===== config.mk =====
export PLATFORM = sky130hd
export DESIGN_NAME = hnm_queue
export DESIGN_NICKNAME = d
export VERILOG_FILES = /design/src/hnm_pkg.sv /design/src/hnm_queue.sv
export VERILOG_INCLUDE_DIRS = /design/src /design/src/src
export SDC_FILE = /design/constraint.sdc
export NUM_CORES = 1
export LEC_CHECK = 0
export BUFFER_PORTS_ARGS = -buffer_cell sky130_fd_sc_hd__buf_2
export CAP_MARGIN = 10
export CORE_MARGIN = 10
export CORE_UTILIZATION = 35
export DETAILED_ROUTE_END_ITERATION = 10
export GPL_TIMING_DRIVEN = 0
export PLACE_DENSITY = 0.61
export SYNTH_ARGS = -nofsm -noshare
export SYNTH_HDL_FRONTEND = slang
export SYNTH_SLANG_ARGS = --single-unit

===== constraint.sdc =====
create_clock -name i_clk -period 4.5 [get_ports i_clk]
set_input_delay 0.45 -clock i_clk [delete_from_list [all_inputs] [get_ports i_clk]]
set_output_delay 0.45 -clock i_clk [all_outputs]
set_load 0.03 [all_outputs]

===== src/heightmap_normal_generator_macros.svh =====
// ----------------------------------------------------------------------------
// Heightmap normal generator assertion macros
// Shared property shorthands for the concurrent checks of the block.
// ----------------------------------------------------------------------------
`ifndef HEIGHTMAP_NORMAL_GENERATOR_MACROS_SVH
`define HEIGHTMAP_NORMAL_GENERATOR_MACROS_SVH

// The consequent must hold in the same cycle as the antecedent.
`define HNM_ASSERT_SAME(lbl, clk, rst_n, ante, cons, msg) \
    lbl: assert property (@(posedge clk) disable iff (!rst_n) (ante) |-> (cons)) \
        else $error(msg);

// The consequent must hold in the cycle after the antecedent.
`define HNM_ASSERT_NEXT(lbl, clk, rst_n, ante, cons, msg) \
    lbl: assert property (@(posedge clk) disable iff (!rst_n) (ante) |=> (cons)) \
        else $error(msg);

`endif


===== src/hnm_pkg.sv =====
// ----------------------------------------------------------------------------
// Heightmap normal generator package
// Shared constants, register codes, configuration and queue entry types.
// ----------------------------------------------------------------------------
package hnm_pkg;

    // Sizing defaults.
    localparam int MAX_WIDTH_DEFAULT = 4096;
    localparam int MAX_HEIGHT        = 4096;
    localparam int QUEUE_DEPTH       = 2;

    // Configuration port layout.
    localparam int CFG_INDEX_W = 3;
    localparam int CFG_DATA_W  = 16;

    // Register indexes.
    localparam logic [CFG_INDEX_W-1:0] CFG_MAP_WIDTH      = 3'd0;
    localparam logic [CFG_INDEX_W-1:0] CFG_MAP_HEIGHT     = 3'd1;
    localparam logic [CFG_INDEX_W-1:0] CFG_CHANNEL_SELECT = 3'd2;
    localparam logic [CFG_INDEX_W-1:0] CFG_HEIGHT_STEP    = 3'd3;
    localparam logic [CFG_INDEX_W-1:0] CFG_STEP_X         = 3'd4;
    localparam logic [CFG_INDEX_W-1:0] CFG_STEP_Z         = 3'd5;

    // Register reset values.
    localparam logic [12:0] RST_MAP_WIDTH      = 13'd256;
    localparam logic [12:0] RST_MAP_HEIGHT     = 13'd256;
    localparam logic [1:0]  RST_CHANNEL_SELECT = 2'd0;
    localparam logic [15:0] RST_HEIGHT_STEP    = 16'd256;
    localparam logic [15:0] RST_STEP_X         = 16'd256;
    localparam logic [15:0] RST_STEP_Z         = 16'd256;

    // Height byte selection codes.
    localparam logic [1:0] CHAN_RED   = 2'd0;
    localparam logic [1:0] CHAN_GREEN = 2'd1;
    localparam logic [1:0] CHAN_BLUE  = 2'd2;
    localparam logic [1:0] CHAN_ALPHA = 2'd3;

    // Input command codes.
    localparam logic CMD_TEXEL = 1'b0;
    localparam logic CMD_FLUSH = 1'b1;

    // Current configuration as seen by the front and back ends.
    typedef struct packed {
        logic [12:0] map_width;
        logic [12:0] map_height;
        logic [1:0]  channel_select;
        logic [15:0] height_step;
        logic [15:0] step_x;
        logic [15:0] step_z;
    } t_cfg;

    // One classified vertex request between the front and back ends.
    typedef struct packed {
        logic [11:0] column;
        logic [11:0] row;
        logic [7:0]  hc;
        logic [7:0]  hu;
        logic [7:0]  hr;
        logic [7:0]  hd;
        logic [7:0]  hl;
        logic        u_ok;
        logic        r_ok;
        logic        d_ok;
        logic        l_ok;
        logic        last;
    } t_entry;

    typedef enum logic [2:0] {
        F_IDLE,
        F_READ0,
        F_READ1,
        F_READ2,
        F_WRITE
    } t_front_state;

    typedef enum logic [3:0] {
        B_IDLE,
        B_DIFF,
        B_MUL1,
        B_MUL2,
        B_SHIFT,
        B_SQUARE,
        B_SQRT,
        B_DLOAD,
        B_DIV,
        B_DONE
    } t_back_state;

endpackage


===== src/hnm_queue.sv =====
// ----------------------------------------------------------------------------
// Heightmap normal generator request queue
// Short queue of vertex requests between the front and back ends.
// ----------------------------------------------------------------------------
`include "heightmap_normal_generator_macros.svh"

module hnm_queue import hnm_pkg::*; (
    input  logic   i_clk,
    input  logic   i_rst_n,
    input  logic   i_push,
    input  t_entry i_entry,
    output logic   o_full,
    input  logic   i_pop,
    output t_entry o_entry,
    output logic   o_avail
);

    localparam int PW = (QUEUE_DEPTH > 1) ? $clog2(QUEUE_DEPTH) : 1;
    localparam int NW = $clog2(QUEUE_DEPTH + 1);

    t_entry        r_slot [QUEUE_DEPTH];
    logic [PW-1:0] r_wr_ptr, r_rd_ptr;
    logic [NW-1:0] r_count;

    assign o_full  = (r_count == NW'(QUEUE_DEPTH));
    assign o_avail = (r_count != '0);
    assign o_entry = r_slot[r_rd_ptr];

    // Pointers and fill count.
    always_ff @(posedge i_clk) begin
        if (!i_rst_n) begin
            r_wr_ptr <= '0;
            r_rd_ptr <= '0;
            r_count  <= '0;
        end else begin
            if (i_push) begin
                r_wr_ptr <= (r_wr_ptr == PW'(QUEUE_DEPTH - 1)) ? '0 : r_wr_ptr + PW'(1);
            end
            if (i_pop) begin
                r_rd_ptr <= (r_rd_ptr == PW'(QUEUE_DEPTH - 1)) ? '0 : r_rd_ptr + PW'(1);
            end
            if (i_push && !i_pop) begin
                r_count <= r_count + NW'(1);
            end else if (!i_push && i_pop) begin
                r_count <= r_count - NW'(1);
            end
        end
    end

    // Entry storage.
    always_ff @(posedge i_clk) begin
        if (i_push) begin
            r_slot[r_wr_ptr] <= i_entry;
        end
    end

    `HNM_ASSERT_SAME(a_no_push_full, i_clk, i_rst_n, i_push, (r_count != NW'(QUEUE_DEPTH)), "request pushed into a full queue")
    `HNM_ASSERT_SAME(a_no_pop_empty, i_clk, i_rst_n, i_pop, (r_count != '0), "request popped from an empty queue")

endmodule


==> metrics.md <==
| Metric | Value |
|---|---|
| Delay-heaviest family, CP | `buffers and inverters` |
| Max-slew violations | `0` |
| Clock transition at path regs | `0.06 ns` |
| Worst path buffer plus inverter count | `4` |
| XOR/XNOR Fraction of Synth Area | `0.501%` |
| Finish-stage setup viols | `0` |
| Vertical die dimension | `142 microns` |
| Layout cells sized above 1 | `61.2%` |
| Number of register bits inferred by synthesis | `143` |
| Grt peak-use layer | `met2` |
| Vias in the first global route | `3076` |
| Detailed-route via count | `~2700` |
| Buffers added on ports | `approximately 140` |
| DRC Markers | `0` |
| Met2 Resource Use GR | `17.6%` |
| GR met1 Demand/Resource | `11.7%` |
| Max-Slew Margin vs Limit | `52.9%` |
| Shortest clock period the worst path allows after layout | `2.18 ns` |
| Crit path max fanout | `10` |
| Share of Yosys cell area claimed by the top area cell type | `79.1%` |
| Leakage Power | `roughly 2.6 nW` |
| Slowest-stage cell, CP | `sky130_fd_sc_hd__dfxtp_1` |
| Largest net degree at the start of global routing | `47` |
| Type of element launching the critical path | `flip-flop` |
| Total Routing Usage GR | `10.8%` |
| Pin slew with the least headroom to its limit | `0.705 ns` |
| Total of fill cells in the finished design | `1266` |
| CP max stage delay | `0.32 ns` |
| Synth Area in Simple Gates | `1.07%` |
| Data required time of the worst path | `4.05 ns` |
| Initial DRT Pass Iterations | `4` |
| Worst VDD drop | `0.000352 V` |
| Summed instance area of the synthesized netlist | `5240 sq um` |
| Met3 track demand over resource | `5.54%` |
| Count of standard-cell rows | `44` |
| Top library cells by usage in the layout, fill and taps aside | `sky130_fd_sc_hd__buf_2, sky130_fd_sc_hd__edfxtp_1, sky130_fd_sc_hd__mux2_2, sky130_fd_sc_hd__clkbuf_16, sky130_fd_sc_hd__mux2_4` |
| Post-synthesis cell type with the largest combined area | `sky130_fd_sc_hd__edfxtp_1` |
| Max capacitance violation total | `0` |
| Area of combinational cells with multiple inputs | `940 sq um` |
| Synth Area in Adders | `0.239%` |
| Number of clock sinks seen by CTS | `143` |
| Number of gates given a new drive strength after cts | `0` |
| Share of synthesized area occupied by flip-flops and latches | `81.0%` |
| Overflow left after global routing | `0` |
| Most common library cell in the layout ignoring fill and taps | `sky130_fd_sc_hd__buf_2` |
| Post-detail-place hpwl | `7450 microns` |
| Setup repair after global routing missed its margin | `no` |
| Worst-case hold slack | `0.221 ns` |
| Clk buf depth | `2` |
| Synthesized net count | `311` |
| Vias/cell | `4.53` |
| Final period utilization | `between 40% and 50%` |
| Area growth from synthesis to final layout | `31.9%` |
| Global placement routability congestion | `0.684` |
| Placeable core area | `14600 sq um` |
| Synthesized instance count | `approximately 240` |
| Final net count | `roughly 480` |
| Critical path cell sequence | `buf_6 > buf_6 > buf_8 > mux2_4 > buf_2` |
| Power per unit of standard cell area | `between 500 and 600 nW/um^2` |
| ANT nets after route | `0` |
| Number of placed cells counting well taps | `~570` |
| Antenna cell count | `0` |
| Logic depth of the worst register-to-register path | `2` |
| Crit path depth | `5` |
| Count of yosys warnings during synthesis | `0` |
| Horizontal die dimension | `142 microns` |
| Cell variety after synth | `18` |
| Number of non-filler instances in the completed layout | `599` |
| Kind of path behind the tightest hold check | `in -> reg` |
| Number of buffers inserted by post-CTS setup repair | `0` |
| Area of all sequential standard cells | `4240 sq um` |
| Detailed-route wire length per cell | `about 18 microns` |
| Cts hold-fix bufs | `0` |
| Top cells by area, synth | `sky130_fd_sc_hd__edfxtp_1, sky130_fd_sc_hd__mux2_2, sky130_fd_sc_hd__mux2_4, sky130_fd_sc_hd__dfxtp_1, sky130_fd_sc_hd__and2_1` |
| Synthesized area per cell | `around 22 sq um` |
| Main combinational cell family by area after synthesis | `multiplexers` |
| Wire length of the first global-routing pass | `roughly 17000 microns` |
| Crit end category | `output pin` |
| Clock skew after layout | `0.00710 ns` |
| Achievable clock frequency | `between 400 and 500 MHz` |
| Clock latency at the later pin of the worst-skew pair | `0.41 ns` |
| Clock tree from TritonCTS | `done` |
| Critical path data arrival time | `roughly 1.7 ns` |
| Post-Route WL | `10700 microns` |
| Cell repeated most along the worst path | `sky130_fd_sc_hd__buf_6` |
| Initial antenna violation count | `0` |
| Total Die Area | `20300 sq um` |
| Root buffer selected by CTS | `sky130_fd_sc_hd__clkbuf_16` |
| Starting DRC count in detailed routing | `95` |
| Hold Path Stages | `1` |
| Top-Level Pins | `144` |
| Compound-gate portion of the synthesized area | `less than 1%` |
| Initial cell density of the core | `35.9%` |
| Portion of netlist area occupied by mux cells | `15.5%` |
| Result of the run | `finished clean` |
| Hold Vio Cnt, Final | `0` |
| CTS H-Tree Depth | `4` |
| Worst Path Class, Setup | `reg -> out` |
| Num CTS Buffers | `17` |
[sequential cells by signal, summed over array words and instances (netlist names), named ones only]
register,count
r_count,2
r_rd_ptr,1
r_slot,138
r_wr_ptr,1
[path summary, 6_finish.rpt]
check	from	end	slack, ns
worst min register to register	r_count[1]$_SDFFE_PN0P_	r_count[1]$_SDFFE_PN0P_	0.51
worst max-delay path	flip-flop	o_entry[41]	2.32
worst min-delay path	i_entry[25]	r_slot[0][25]$_DFFE_PP_	0.22
worst max register to register	r_wr_ptr$_SDFFE_PN0P_	r_slot[0][34]$_DFFE_PP_	2.97
[layer usage]
metal | vias to the layer above | part of all wire [%]
met2 | 92 | 51
met1 | 1349 | 40
li1 | 1265 | -
met4 | 0 | 1.0
met3 | 10 | 8.2
met5 | - | 0
[cells in the mapped netlist]
cell type / n
sky130_fd_sc_hd__and2_1: 4
sky130_fd_sc_hd__xnor2_1: 1
sky130_fd_sc_hd__inv_1: 1
sky130_fd_sc_hd__ha_1: 1
sky130_fd_sc_hd__a21boi_1: 1
sky130_fd_sc_hd__mux2_2: 59
sky130_fd_sc_hd__or2_2: 1
sky130_fd_sc_hd__nor2b_1: 3
sky130_fd_sc_hd__edfxtp_1: 138
sky130_fd_sc_hd__buf_6: 2
sky130_fd_sc_hd__buf_2: 5
sky130_fd_sc_hd__buf_8: 1
sky130_fd_sc_hd__xor2_1: 2
sky130_fd_sc_hd__mux2_4: 10
sky130_fd_sc_hd__o21a_1: 1
sky130_fd_sc_hd__dfxtp_1: 5
sky130_fd_sc_hd__or3_1: 1
sky130_fd_sc_hd__o21ai_0: 1
[through the flow]
step                instance area (sq um)  power [mW]  utilization, %  TNS [ns]  setup WS [ns]
floorplan                            5240        1.87               -         0          0.486
global placement                     6190        2.01            42.4   -113.95          -1.63
detailed placement                   6260        2.02            42.9         0           2.67
CTS                                  6910        3.57            47.4         0           2.28
global route                         6910        3.67            47.4         0           2.23
finish                               6910        3.52            47.4         0           2.32
[report_power, final]
part	internal [mW]	total [mW]	switching, mW	leakage, nW
Sequential	1.54	1.56	0.0170	1.34
Combinational	0.161	0.426	0.264	0.997
Clock	1.03	1.54	0.513	0.312
[final cells by class]
class / instances / area share, %
tap: 184 / 3.33
inverter: 1 / 0.0543
timing repair buffer: 146 / 11.3
buffer: 8 / 0.905
sequential: 143 / 61.4
clock buffer: 19 / 6.26
multi-input combinational: 85 / 13.6
clock inverter: 13 / 3.15
[cell families (layout without fill, tap and decap cells)]
family	Yosys count	count (layout)
DFF	143	143
muxes	69	69
and+or+nand+nor	9	9
buffers and inverters	9	187
AOI/OAI and AO/OA	3	3
xor gates and xnor gates	3	3
adders and majority gates	1	1
(Power assumes the default switching activity.)
